===== src/hw/rtl/lowest_free_slot_allocator_top_defines.svh =====
// Assertion macros shared by the lowest free slot allocator RTL.
`ifndef LOWEST_FREE_SLOT_ALLOCATOR_TOP_DEFINES_SVH
`define LOWEST_FREE_SLOT_ALLOCATOR_TOP_DEFINES_SVH
`ifndef NO_ASSERTIONS
`define LFSA_ASSERT_IMP(lbl, ck, rn, ante, cons, msg) \
  lbl: assert property (@(posedge ck) disable iff (!rn) (ante) |-> (cons)) \
    else $error(msg);
`define LFSA_ASSERT_NEXT(lbl, ck, rn, ante, cons, msg) \
  lbl: assert property (@(posedge ck) disable iff (!rn) (ante) |=> (cons)) \
    else $error(msg);
`else
`define LFSA_ASSERT_IMP(lbl, ck, rn, ante, cons, msg)
`define LFSA_ASSERT_NEXT(lbl, ck, rn, ante, cons, msg)
`endif
`endif


===== src/hw/rtl/lfsa_pkg.sv =====
// Package with widths, codes and types of the lowest free slot allocator.
`default_nettype none
package lfsa_pkg;

  localparam int ACTION_W   = 2;
  localparam int INTERVAL_W = 8;
  localparam int SLOT_W     = 7;
  localparam int COUNT_W    = 9;
  localparam int OUTCOME_W  = 3;
  localparam int CFG_W      = 7;

  localparam int MAX_SLOTS_DEF     = 64;
  localparam int MAX_INTERVALS_DEF = 256;

  localparam logic [CFG_W-1:0]   SLOTS_IN_USE_RST = 7'd64;
  localparam logic [COUNT_W-1:0] COUNT_MAX        = '1;

  localparam logic [ACTION_W-1:0] ACT_EVENT = 2'd0;
  localparam logic [ACTION_W-1:0] ACT_QUERY = 2'd1;
  localparam logic [ACTION_W-1:0] ACT_CLEAR = 2'd2;

  typedef enum logic [OUTCOME_W-1:0] {
    OUT_ALLOCATED  = 3'd0,
    OUT_OVERFLOWED = 3'd1,
    OUT_RELEASED   = 3'd2,
    OUT_QUERY      = 3'd3,
    OUT_CLEARED    = 3'd4
  } outcome_t;

  typedef enum logic [3:0] {
    ST_CLEAR,
    ST_IDLE,
    ST_EV_RD,
    ST_EV_DEC,
    ST_SCAN,
    ST_ALLOC_WR,
    ST_Q_RD,
    ST_Q_ACC,
    ST_RESULT
  } state_t;

endpackage
`default_nettype wire


===== src/hw/rtl/lfsa_if.sv =====
// Handshake interfaces for the request, result and configuration channels.
`default_nettype none
interface lfsa_in_if;
  import lfsa_pkg::*;
  logic                  valid;
  logic                  ready;
  logic [ACTION_W-1:0]   action;
  logic [INTERVAL_W-1:0] interval_id;
  logic [SLOT_W-1:0]     slot_limit;
  modport source (output valid, output action, output interval_id, output slot_limit,
                  input ready);
  modport sink (input valid, input action, input interval_id, input slot_limit,
                output ready);
endinterface

interface lfsa_out_if;
  import lfsa_pkg::*;
  logic                 valid;
  logic                 ready;
  logic [OUTCOME_W-1:0] outcome;
  logic [SLOT_W-1:0]    slot;
  logic [COUNT_W-1:0]   served_count;
  modport source (output valid, output outcome, output slot, output served_count,
                  input ready);
  modport sink (input valid, input outcome, input slot, input served_count,
                output ready);
endinterface

interface lfsa_cfg_if;
  import lfsa_pkg::*;
  logic             valid;
  logic             ready;
  logic [CFG_W-1:0] data;
  modport source (output valid, output data, input ready);
  modport sink (input valid, input data, output ready);
endinterface
`default_nettype wire


===== src/hw/rtl/lowest_free_slot_allocator_top.sv =====
// Lowest free slot allocator: sequencer, slot scan, held-slot and usage memories.
// An event releases the slot its interval holds, else scans for the lowest free slot below
// the limit and allocates it or reports an overflow; a query sums the usage counters below
// its limit and a clear reruns the clearing pass. Requests are taken only in the idle state.
// The slot scan tests one free bit per cycle; the query reads and adds one usage counter
// at a time. After reset a clearing pass runs over max(MAX_INTERVALS, MAX_SLOTS) entries.
`default_nettype none
`include "lowest_free_slot_allocator_top_defines.svh"
module lowest_free_slot_allocator_top #(
  parameter int MAX_SLOTS     = lfsa_pkg::MAX_SLOTS_DEF,
  parameter int MAX_INTERVALS = lfsa_pkg::MAX_INTERVALS_DEF
) (
  input  logic       clk,
  input  logic       rst_n,
  lfsa_in_if.sink    in_req,
  lfsa_out_if.source out_res,
  lfsa_cfg_if.sink   cfg_wr
);
  import lfsa_pkg::*;

  localparam int SW    = $clog2(MAX_SLOTS + 2);
  localparam int SIW   = (MAX_SLOTS > 1) ? $clog2(MAX_SLOTS) : 1;
  localparam int IW    = $clog2(MAX_INTERVALS);
  localparam int CLR_N = (MAX_INTERVALS > MAX_SLOTS) ? MAX_INTERVALS : MAX_SLOTS;
  localparam int CW    = $clog2(CLR_N);
  localparam int IDN   = 1 << INTERVAL_W;

  localparam logic [SW-1:0] OVF_MARK    = SW'(MAX_SLOTS + 1);
  localparam logic [SW-1:0] MAX_SLOTS_S = SW'(MAX_SLOTS);
  localparam logic [CW-1:0] CLR_LAST    = CW'(CLR_N - 1);

  state_t               state_r, state_nxt;
  logic [CFG_W-1:0]     slots_in_use_r, slots_in_use_nxt;
  logic [MAX_SLOTS-1:0] free_r, free_nxt;
  logic [IW-1:0]        id_r, id_nxt;
  logic [SW-1:0]        scan_r, scan_nxt;
  logic [SW-1:0]        lim_r, lim_nxt;
  logic [COUNT_W-1:0]   sum_r, sum_nxt;
  logic [CW-1:0]        clr_r, clr_nxt;
  logic                 clr_report_r, clr_report_nxt;
  outcome_t             res_outcome_r, res_outcome_nxt;
  logic [SW-1:0]        res_slot_r, res_slot_nxt;
  logic                 out_valid_r, out_valid_nxt;
  logic [OUTCOME_W-1:0] out_outcome_r, out_outcome_nxt;
  logic [SLOT_W-1:0]    out_slot_r, out_slot_nxt;
  logic [COUNT_W-1:0]   out_count_r, out_count_nxt;

  logic [SW-1:0]        held_mem [MAX_INTERVALS];
  logic [SW-1:0]        held_rd_r;
  logic                 held_we;
  logic [IW-1:0]        held_waddr;
  logic [SW-1:0]        held_wdata;
  logic [COUNT_W-1:0]   usage_mem [MAX_SLOTS];
  logic [COUNT_W-1:0]   usage_rd_r;
  logic                 usage_we;
  logic [SIW-1:0]       usage_waddr;
  logic [COUNT_W-1:0]   usage_wdata;

  logic [IW-1:0]        id_tab [IDN];
  logic [SW-1:0]        limit;
  logic [SW-1:0]        qlim;
  logic                 in_acc;
  logic                 scan_done;
  logic                 scan_hit;
  logic                 q_last;
  logic                 out_free;
  logic [COUNT_W:0]     sum_wide;

  for (genvar g = 0; g < IDN; g++) begin : g_id_tab
    assign id_tab[g] = IW'(g % MAX_INTERVALS);
  end

  assign in_acc    = in_req.valid && in_req.ready;
  assign limit     = (int'(slots_in_use_r) > MAX_SLOTS) ? MAX_SLOTS_S : SW'(slots_in_use_r);
  assign qlim      = (int'(in_req.slot_limit) > MAX_SLOTS) ? MAX_SLOTS_S
                                                            : SW'(in_req.slot_limit);
  assign scan_done = (scan_r >= limit);
  assign scan_hit  = free_r[scan_r[SIW-1:0]];
  assign q_last    = (({1'b0, scan_r} + (SW + 1)'(1)) >= {1'b0, lim_r});
  assign out_free  = !out_valid_r || out_res.ready;
  assign sum_wide  = {1'b0, sum_r} + {1'b0, usage_rd_r};

  assign in_req.ready         = (state_r == ST_IDLE);
  assign cfg_wr.ready         = (state_r == ST_IDLE) || (state_r == ST_CLEAR);
  assign out_res.valid        = out_valid_r;
  assign out_res.outcome      = out_outcome_r;
  assign out_res.slot         = out_slot_r;
  assign out_res.served_count = out_count_r;

  always_comb begin
    state_nxt = state_r;
    unique case (state_r)
      ST_CLEAR: begin
        if (clr_r == CLR_LAST) begin
          state_nxt = clr_report_r ? ST_RESULT : ST_IDLE;
        end
      end
      ST_IDLE: begin
        if (in_acc) begin
          unique case (in_req.action)
            ACT_EVENT: state_nxt = ST_EV_RD;
            ACT_QUERY: state_nxt = (qlim == '0) ? ST_RESULT : ST_Q_RD;
            ACT_CLEAR: state_nxt = ST_CLEAR;
            default:   state_nxt = ST_IDLE;
          endcase
        end
      end
      ST_EV_RD:    state_nxt = ST_EV_DEC;
      ST_EV_DEC:   state_nxt = (held_rd_r == '0) ? ST_SCAN : ST_RESULT;
      ST_SCAN: begin
        priority if (scan_done) begin
          state_nxt = ST_RESULT;
        end else if (scan_hit) begin
          state_nxt = ST_ALLOC_WR;
        end
      end
      ST_ALLOC_WR: state_nxt = ST_RESULT;
      ST_Q_RD:     state_nxt = ST_Q_ACC;
      ST_Q_ACC:    state_nxt = q_last ? ST_RESULT : ST_Q_RD;
      ST_RESULT: begin
        if (out_free) begin
          state_nxt = ST_IDLE;
        end
      end
      default:     state_nxt = ST_IDLE;
    endcase
  end

  always_comb begin
    slots_in_use_nxt = slots_in_use_r;
    free_nxt         = free_r;
    id_nxt           = id_r;
    scan_nxt         = scan_r;
    lim_nxt          = lim_r;
    sum_nxt          = sum_r;
    clr_nxt          = clr_r;
    clr_report_nxt   = clr_report_r;
    res_outcome_nxt  = res_outcome_r;
    res_slot_nxt     = res_slot_r;
    out_valid_nxt    = out_valid_r && !out_res.ready;
    out_outcome_nxt  = out_outcome_r;
    out_slot_nxt     = out_slot_r;
    out_count_nxt    = out_count_r;
    held_we          = 1'b0;
    held_waddr       = id_r;
    held_wdata       = '0;
    usage_we         = 1'b0;
    usage_waddr      = scan_r[SIW-1:0];
    usage_wdata      = '0;

    if (cfg_wr.valid && cfg_wr.ready) begin
      slots_in_use_nxt = cfg_wr.data;
    end

    unique case (state_r)
      ST_CLEAR: begin
        held_we     = (int'(clr_r) < MAX_INTERVALS);
        held_waddr  = clr_r[IW-1:0];
        usage_we    = (int'(clr_r) < MAX_SLOTS);
        usage_waddr = clr_r[SIW-1:0];
        clr_nxt     = clr_r + CW'(1);
      end
      ST_IDLE: begin
        if (in_acc) begin
          id_nxt       = id_tab[in_req.interval_id];
          scan_nxt     = '0;
          lim_nxt      = qlim;
          sum_nxt      = '0;
          res_slot_nxt = '0;
          unique case (in_req.action)
            ACT_EVENT: res_outcome_nxt = OUT_RELEASED;
            ACT_QUERY: res_outcome_nxt = OUT_QUERY;
            ACT_CLEAR: begin
              res_outcome_nxt = OUT_CLEARED;
              clr_nxt         = '0;
              clr_report_nxt  = 1'b1;
              free_nxt        = '1;
            end
            default:   res_outcome_nxt = res_outcome_r;
          endcase
        end
      end
      ST_EV_RD: begin
      end
      ST_EV_DEC: begin
        if (held_rd_r != '0) begin
          held_we         = 1'b1;
          res_outcome_nxt = OUT_RELEASED;
          if (held_rd_r <= MAX_SLOTS_S) begin
            free_nxt[SIW'(held_rd_r - SW'(1))] = 1'b1;
            res_slot_nxt                        = held_rd_r;
          end
        end
      end
      ST_SCAN: begin
        priority if (scan_done) begin
          held_we         = 1'b1;
          held_wdata      = OVF_MARK;
          res_outcome_nxt = OUT_OVERFLOWED;
        end else if (scan_hit) begin
          free_nxt[scan_r[SIW-1:0]] = 1'b0;
          held_we                   = 1'b1;
          held_wdata                = scan_r + SW'(1);
          res_outcome_nxt           = OUT_ALLOCATED;
          res_slot_nxt              = scan_r + SW'(1);
        end else begin
          scan_nxt = scan_r + SW'(1);
        end
      end
      ST_ALLOC_WR: begin
        usage_we    = 1'b1;
        usage_wdata = (usage_rd_r == COUNT_MAX) ? usage_rd_r : usage_rd_r + COUNT_W'(1);
      end
      ST_Q_RD: begin
      end
      ST_Q_ACC: begin
        sum_nxt  = (sum_wide > {1'b0, COUNT_MAX}) ? COUNT_MAX : sum_wide[COUNT_W-1:0];
        scan_nxt = scan_r + SW'(1);
      end
      ST_RESULT: begin
        if (out_free) begin
          out_valid_nxt   = 1'b1;
          out_outcome_nxt = res_outcome_r;
          out_slot_nxt    = SLOT_W'(res_slot_r);
          out_count_nxt   = (res_outcome_r == OUT_QUERY) ? sum_r : '0;
          clr_report_nxt  = 1'b0;
        end
      end
      default: begin
      end
    endcase
  end

  always_ff @(posedge clk) begin
    if (!rst_n) begin
      state_r        <= ST_CLEAR;
      slots_in_use_r <= SLOTS_IN_USE_RST;
      free_r         <= '1;
      clr_r          <= '0;
      clr_report_r   <= 1'b0;
      out_valid_r    <= 1'b0;
    end else begin
      state_r        <= state_nxt;
      slots_in_use_r <= slots_in_use_nxt;
      free_r         <= free_nxt;
      clr_r          <= clr_nxt;
      clr_report_r   <= clr_report_nxt;
      out_valid_r    <= out_valid_nxt;
    end
  end

  always_ff @(posedge clk) begin
    id_r          <= id_nxt;
    scan_r        <= scan_nxt;
    lim_r         <= lim_nxt;
    sum_r         <= sum_nxt;
    res_outcome_r <= res_outcome_nxt;
    res_slot_r    <= res_slot_nxt;
    out_outcome_r <= out_outcome_nxt;
    out_slot_r    <= out_slot_nxt;
    out_count_r   <= out_count_nxt;
  end

  always_ff @(posedge clk) begin
    if (held_we) begin
      held_mem[held_waddr] <= held_wdata;
    end
    held_rd_r <= held_mem[id_r];
  end

  always_ff @(posedge clk) begin
    if (usage_we) begin
      usage_mem[usage_waddr] <= usage_wdata;
    end
    usage_rd_r <= usage_mem[scan_r[SIW-1:0]];
  end

  `LFSA_ASSERT_IMP(a_scan_bound, clk, rst_n, state_r == ST_SCAN, scan_r <= limit,
    "Slot scan ran past the slot limit.")
  `LFSA_ASSERT_NEXT(a_busy_after_req, clk, rst_n,
    in_acc && (in_req.action == ACT_EVENT || in_req.action == ACT_QUERY ||
    in_req.action == ACT_CLEAR), !in_req.ready,
    "A request was followed by another before its result.")
  `LFSA_ASSERT_IMP(a_overflow_slot, clk, rst_n,
    out_valid_r && out_outcome_r == OUT_OVERFLOWED, out_slot_r == '0,
    "An overflow result carries a slot.")
  `LFSA_ASSERT_IMP(a_usage_write, clk, rst_n, usage_we,
    state_r == ST_ALLOC_WR || state_r == ST_CLEAR,
    "A usage counter was written outside allocation or clearing.")

endmodule
`default_nettype wire


===== src/flat_wrapper.sv =====
// flat-port wrapper written by rule: the top's interface ports become plain ports
module lowest_free_slot_allocator_top_flat import lfsa_pkg::*;
#(
  parameter int MAX_SLOTS     = lfsa_pkg::MAX_SLOTS_DEF,
  parameter int MAX_INTERVALS = lfsa_pkg::MAX_INTERVALS_DEF
)
  (clk, rst_n, in_req_valid, in_req_action, in_req_interval_id, in_req_slot_limit, in_req_ready, out_res_valid, out_res_outcome, out_res_slot, out_res_served_count, out_res_ready, cfg_wr_valid, cfg_wr_data, cfg_wr_ready);
  lfsa_in_if in_req_i ();
  lfsa_out_if out_res_i ();
  lfsa_cfg_if cfg_wr_i ();
  input  logic clk;
  input  logic rst_n;
  input wire logic [$bits(in_req_i.valid)-1:0] in_req_valid;
  input wire logic [$bits(in_req_i.action)-1:0] in_req_action;
  input wire logic [$bits(in_req_i.interval_id)-1:0] in_req_interval_id;
  input wire logic [$bits(in_req_i.slot_limit)-1:0] in_req_slot_limit;
  output wire logic [$bits(in_req_i.ready)-1:0] in_req_ready;
  output wire logic [$bits(out_res_i.valid)-1:0] out_res_valid;
  output wire logic [$bits(out_res_i.outcome)-1:0] out_res_outcome;
  output wire logic [$bits(out_res_i.slot)-1:0] out_res_slot;
  output wire logic [$bits(out_res_i.served_count)-1:0] out_res_served_count;
  input wire logic [$bits(out_res_i.ready)-1:0] out_res_ready;
  input wire logic [$bits(cfg_wr_i.valid)-1:0] cfg_wr_valid;
  input wire logic [$bits(cfg_wr_i.data)-1:0] cfg_wr_data;
  output wire logic [$bits(cfg_wr_i.ready)-1:0] cfg_wr_ready;
  assign in_req_i.valid = in_req_valid;
  assign in_req_i.action = in_req_action;
  assign in_req_i.interval_id = in_req_interval_id;
  assign in_req_i.slot_limit = in_req_slot_limit;
  assign in_req_ready = in_req_i.ready;
  assign out_res_valid = out_res_i.valid;
  assign out_res_outcome = out_res_i.outcome;
  assign out_res_slot = out_res_i.slot;
  assign out_res_served_count = out_res_i.served_count;
  assign out_res_i.ready = out_res_ready;
  assign cfg_wr_i.valid = cfg_wr_valid;
  assign cfg_wr_i.data = cfg_wr_data;
  assign cfg_wr_ready = cfg_wr_i.ready;
  lowest_free_slot_allocator_top #(.MAX_SLOTS(MAX_SLOTS), .MAX_INTERVALS(MAX_INTERVALS)) u_core (.clk(clk), .rst_n(rst_n), .in_req(in_req_i), .out_res(out_res_i), .cfg_wr(cfg_wr_i));
endmodule

===== config.mk =====
export PLATFORM = sky130hd
export DESIGN_NAME = lowest_free_slot_allocator_top_flat
export DESIGN_NICKNAME = d
export VERILOG_FILES = /design/src/hw/rtl/lfsa_pkg.sv /design/src/hw/rtl/lfsa_if.sv /design/src/hw/rtl/lowest_free_slot_allocator_top.sv /design/src/flat_wrapper.sv
export VERILOG_INCLUDE_DIRS = /design/src /design/src/hw/rtl
export SDC_FILE = /design/constraint.sdc
export NUM_CORES = 2
export LEC_CHECK = 0
export BUFFER_PORTS_ARGS = -buffer_cell sky130_fd_sc_hd__buf_4
export CAP_MARGIN = 20
export CORE_MARGIN = 1.5
export CORE_UTILIZATION = 42
export CTS_CLUSTER_DIAMETER = 30
export DETAILED_ROUTE_END_ITERATION = 7
export MAX_ROUTING_LAYER = met4
export PLACE_DENSITY = 0.65
export SYNTH_ARGS = -nofsm -noshare
export SYNTH_HDL_FRONTEND = slang
export SYNTH_SLANG_ARGS = --single-unit

===== constraint.sdc =====
create_clock -name clk -period 16.6 [get_ports clk]
set_input_delay 2.49 -clock clk [delete_from_list [all_inputs] [get_ports clk]]
set_output_delay 2.49 -clock clk [all_outputs]
set_load 0.03 [all_outputs]

==> flow_metrics.tcl <==
set metrics [dict create \
    setup_viol 0 \
    cts-hold-fix-buffers 0 \
    postSynthRegisterBits 2529 \
    reg_to_reg_startpoint "u_core.id_r[0]" \
    clock_path_buffers 4 \
    cp_data_arrival_time_ns 6.39 \
    maxCapViolCount 0 \
    syn-cell-area_um2 98800 \
    critical_path.endpoint "u_core.held_mem[249][4]" \
    worstPathRequired_ns 17.17 \
    clock_buffers_created_by_tritoncts 428 \
    final_min_period_over_clock_period 0.350 \
    post-layout-total-power_mw 16.7 \
    ys_warn_count 0 \
    number_of_buffers_inserted_to_repair_setup_after_cts 0 \
    violations_in_the_final_reports "DRC" \
    hold_viol_final 0 \
    cts_root_buffer "sky130_fd_sc_hd__clkbuf_16" \
    post_drt_via_cell_ratio 5.90 \
    worstRegToRegCells 9 \
    finalWirelength_um 246000 \
    p_leak_nw 37.0 \
    detailed_router_s_first_iteration_violation_count 6477 \
    syn-instance-count 5043 \
    detail_route.wl_per_cell_um 27.9 \
    rsz0062_at_grt "no" \
    mean_instance_size_in_the_synthesized_netlist_um2 19.6 \
    synthFlopType "sky130_fd_sc_hd__edfxtp_1" \
    port_buffers 50 \
    worst_path_most_repeated_cell "sky130_fd_sc_hd__buf_4" \
    worst_path_max_delay_cell "sky130_fd_sc_hd__buf_4" \
    postSynth.asyncResetShare 0 \
    setup-tns-final_ns 0 \
    crit_path_cell_trace "buf_4 -> buf_4 -> buf_4 -> buf_4 -> nand3b_1 -> nand2_1 -> o21ai_4 -> buf_4 -> nor2_1" \
    most_frequent_standard_cell_in_the_layout_excluding_fill_and_tap_cells "sky130_fd_sc_hd__edfxtp_1" \
    via_count 51979 \
    timing.slew.headroom 0.0928 \
    skew_ns 0.108 \
    detail_route.drc_violations 2 \
    grt_max_degree 251 \
    layout_min_cycle_time_ns 5.81 \
    post-route-cell-area_um2 117000 \
    io-pin-count 51 \
    clock_pin_slew_reported_for_the_worst_setup_and_hold_paths_after_clock_tree_synthesis_ns 0.05 \
    post_route_cells_drive_above_1_share 0.266 \
    core-area_um2 233000 \
    grt_first_pass_wirelength_um 361000 \
    cts_tree "done" \
    critical_path.max_stage_delay_ns 0.83 \
    worst_slew_pin_slew_ns 1.36 \
    clock-sinks 2529 \
    detailed_place_hpwl_um 141000 \
    areaGrowthSynthToFinish_pct 18.7 \
    timing.critical_path.fanout_max 49 \
    syn_nets 5100 \
    netlist_cell_types 75 \
    die_w_um 488 \
    grt_pass1_vias 52415 \
    ant_nets 0 \
    fin_util 0.503 \
    die_area_um2 238000 \
    worst_hold_path_type "reg -> reg" \
    initial_utilization 0.424 \
    timing.final.max_slew_violations 0 \
    antenna_violations_before_repair 5 \
    reg2reg_setup_slack_ns 10.79 \
    fp-row-count 177 \
    grt_overflow 0 \
    worst_r2r_endpoint "u_core.held_mem[249][4]" \
    ir_worst_vdd_mv 0.118 \
    post_dp_cell_area_um2 103000 \
    power_per_cell_area_nw_per_um2 142 \
    clock_insertion_delay_worst_skew_ns 0.96 \
    max_frequency_mhz 172 \
    worst_setup_path_startpoint "u_core.id_r[0]" \
    outcome "finished with violations" \
    mostFrequentLayoutCells "2,428 x sky130_fd_sc_hd__edfxtp_1, 576 x sky130_fd_sc_hd__mux4_2, 435 x sky130_fd_sc_hd__clkbuf_16, 361 x sky130_fd_sc_hd__nor2_1, 237 x sky130_fd_sc_hd__a22oi_1" \
    post_cts_resized 0 \
    crit_path_end_kind "register" \
    ys_seq_area_frac 0.758 \
    gp_congestion 0.872 \
    h-tree-depth 5 \
    dieHeight_um 488 \
    cp-start-kind "register" \
    criticalPathCategory "reg -> reg" \
    firstDrtPassIters 8 \
    finalNetCount 5393 \
    edff_count_synth 2428 \
    groute.usage.overall 0.212 \
]
==> cells in the mapped netlist, types with 41 or more instances <==
cell	number	share of area
sky130_fd_sc_hd__mux4_2	576	0.13
sky130_fd_sc_hd__nor3_1	41	0.0021
sky130_fd_sc_hd__a22oi_1	237	0.018
sky130_fd_sc_hd__o21ai_0	51	0.0026
sky130_fd_sc_hd__nand2_1	170	0.0065
sky130_fd_sc_hd__buf_2	105	0.0053
sky130_fd_sc_hd__clkbuf_1	153	0.0058
sky130_fd_sc_hd__a31oi_1	52	0.0033
sky130_fd_sc_hd__o21ai_1	43	0.0022
sky130_fd_sc_hd__edfxtp_1	2428	0.74
sky130_fd_sc_hd__o31ai_1	53	0.0040
sky130_fd_sc_hd__dfxtp_1	101	0.020
sky130_fd_sc_hd__a21oi_1	121	0.0061
sky130_fd_sc_hd__a22o_1	62	0.0055
sky130_fd_sc_hd__nand3_1	44	0.0022
sky130_fd_sc_hd__a221oi_1	61	0.0054
sky130_fd_sc_hd__nor2_1	379	0.014
==> through the flow <==
| stage | hold WS, ns | instances | setup WS, ns |
|---|---|---|---|
| final | 0.422 | 8813 | 10.79 |
| after global placement | 0.408 | 8018 | 10.65 |
| after CTS | 0.426 | 8796 | 10.57 |
| after global routing | 0.427 | 8812 | 10.17 |
| after floorplan | 0.400 | 5043 | 2.54 |
| after detailed placement | 0.415 | 8024 | 10.64 |
==> cell type report <==
type                    instances  area, µm²
clock inverters               293       3120
flip-flops and latches       2529      74900
well taps                    3132       3920
repair buffers                171       1450
inverters                      32        120
clock buffers                 479      11100
diodes                          3       7.51
fillers                     18131     116000
multi-input cells            2174      22700
==> logic make-up after synthesis <==
family | Yosys count | synth area share
xor gates and xnor gates | 24 | 0.00213
muxes | 580 | 0.132
DFF | 2529 | 0.758
adders and majority gates | 28 | 0.00362
buffers and inverters | 340 | 0.0150
and+or+nand+nor | 774 | 0.0347
AOI/OAI and AO/OA | 768 | 0.0547
==> registers in the layout, indices dropped and copies added (netlist names), 8 cells and up <==
name	flops
u_core.usage_rd_r	9
u_core.id_r	8
u_core.out_res.served_count	9
u_core.sum_r	9
u_core.usage_mem	576
u_core.free_r	64
u_core.clr_r	8
u_core.held_mem	1792
==> power breakdown <==
group          internal (mW)  leakage, nW  total (mW)  switching [mW]
logic                  0.265         7.20        1.00           0.739
clock network           5.54         6.82        8.58            3.04
registers               7.03         23.0        7.09          0.0576
total                   12.8         37.0        16.7            3.84
==> worst min-delay path by stage <==
stage	endpoint	depth (start not counted)	slack [ns]	startpoint
after floorplan	u_core.out_res.slot[0]	0	0.40	u_core.res_slot_r[0]
after global placement	u_core.out_res.slot[0]	0	0.41	u_core.res_slot_r[0]
after detailed placement	u_core.out_res.slot[6]	0	0.41	u_core.res_slot_r[6]
after CTS	u_core.out_res.slot[6]	0	0.43	u_core.res_slot_r[6]
after global routing	u_core.out_res.slot[0]	0	0.43	u_core.res_slot_r[0]
final	u_core.out_res.slot[6]	0	0.42	u_core.res_slot_r[6]
==> metal layers <==
metal,global-route usage,wire [µm]
met2,0.327,118000
met5,-,0
met3,0.0426,21700
met4,0.0607,6260
met1,0.288,99600
==> worst max-delay path, delay by kind of cell, from the launching register on <==
| family | cells | cell delay, ns |
|---|---|---|
| AOI/OAI and AO/OA | 1 | 0.37 |
| and+or+nand+nor | 3 | 1.16 |
| buffers and inverters | 5 | 3.42 |
| DFF | 1 | 0.32 |
Power figures use the tool's default switching activity.
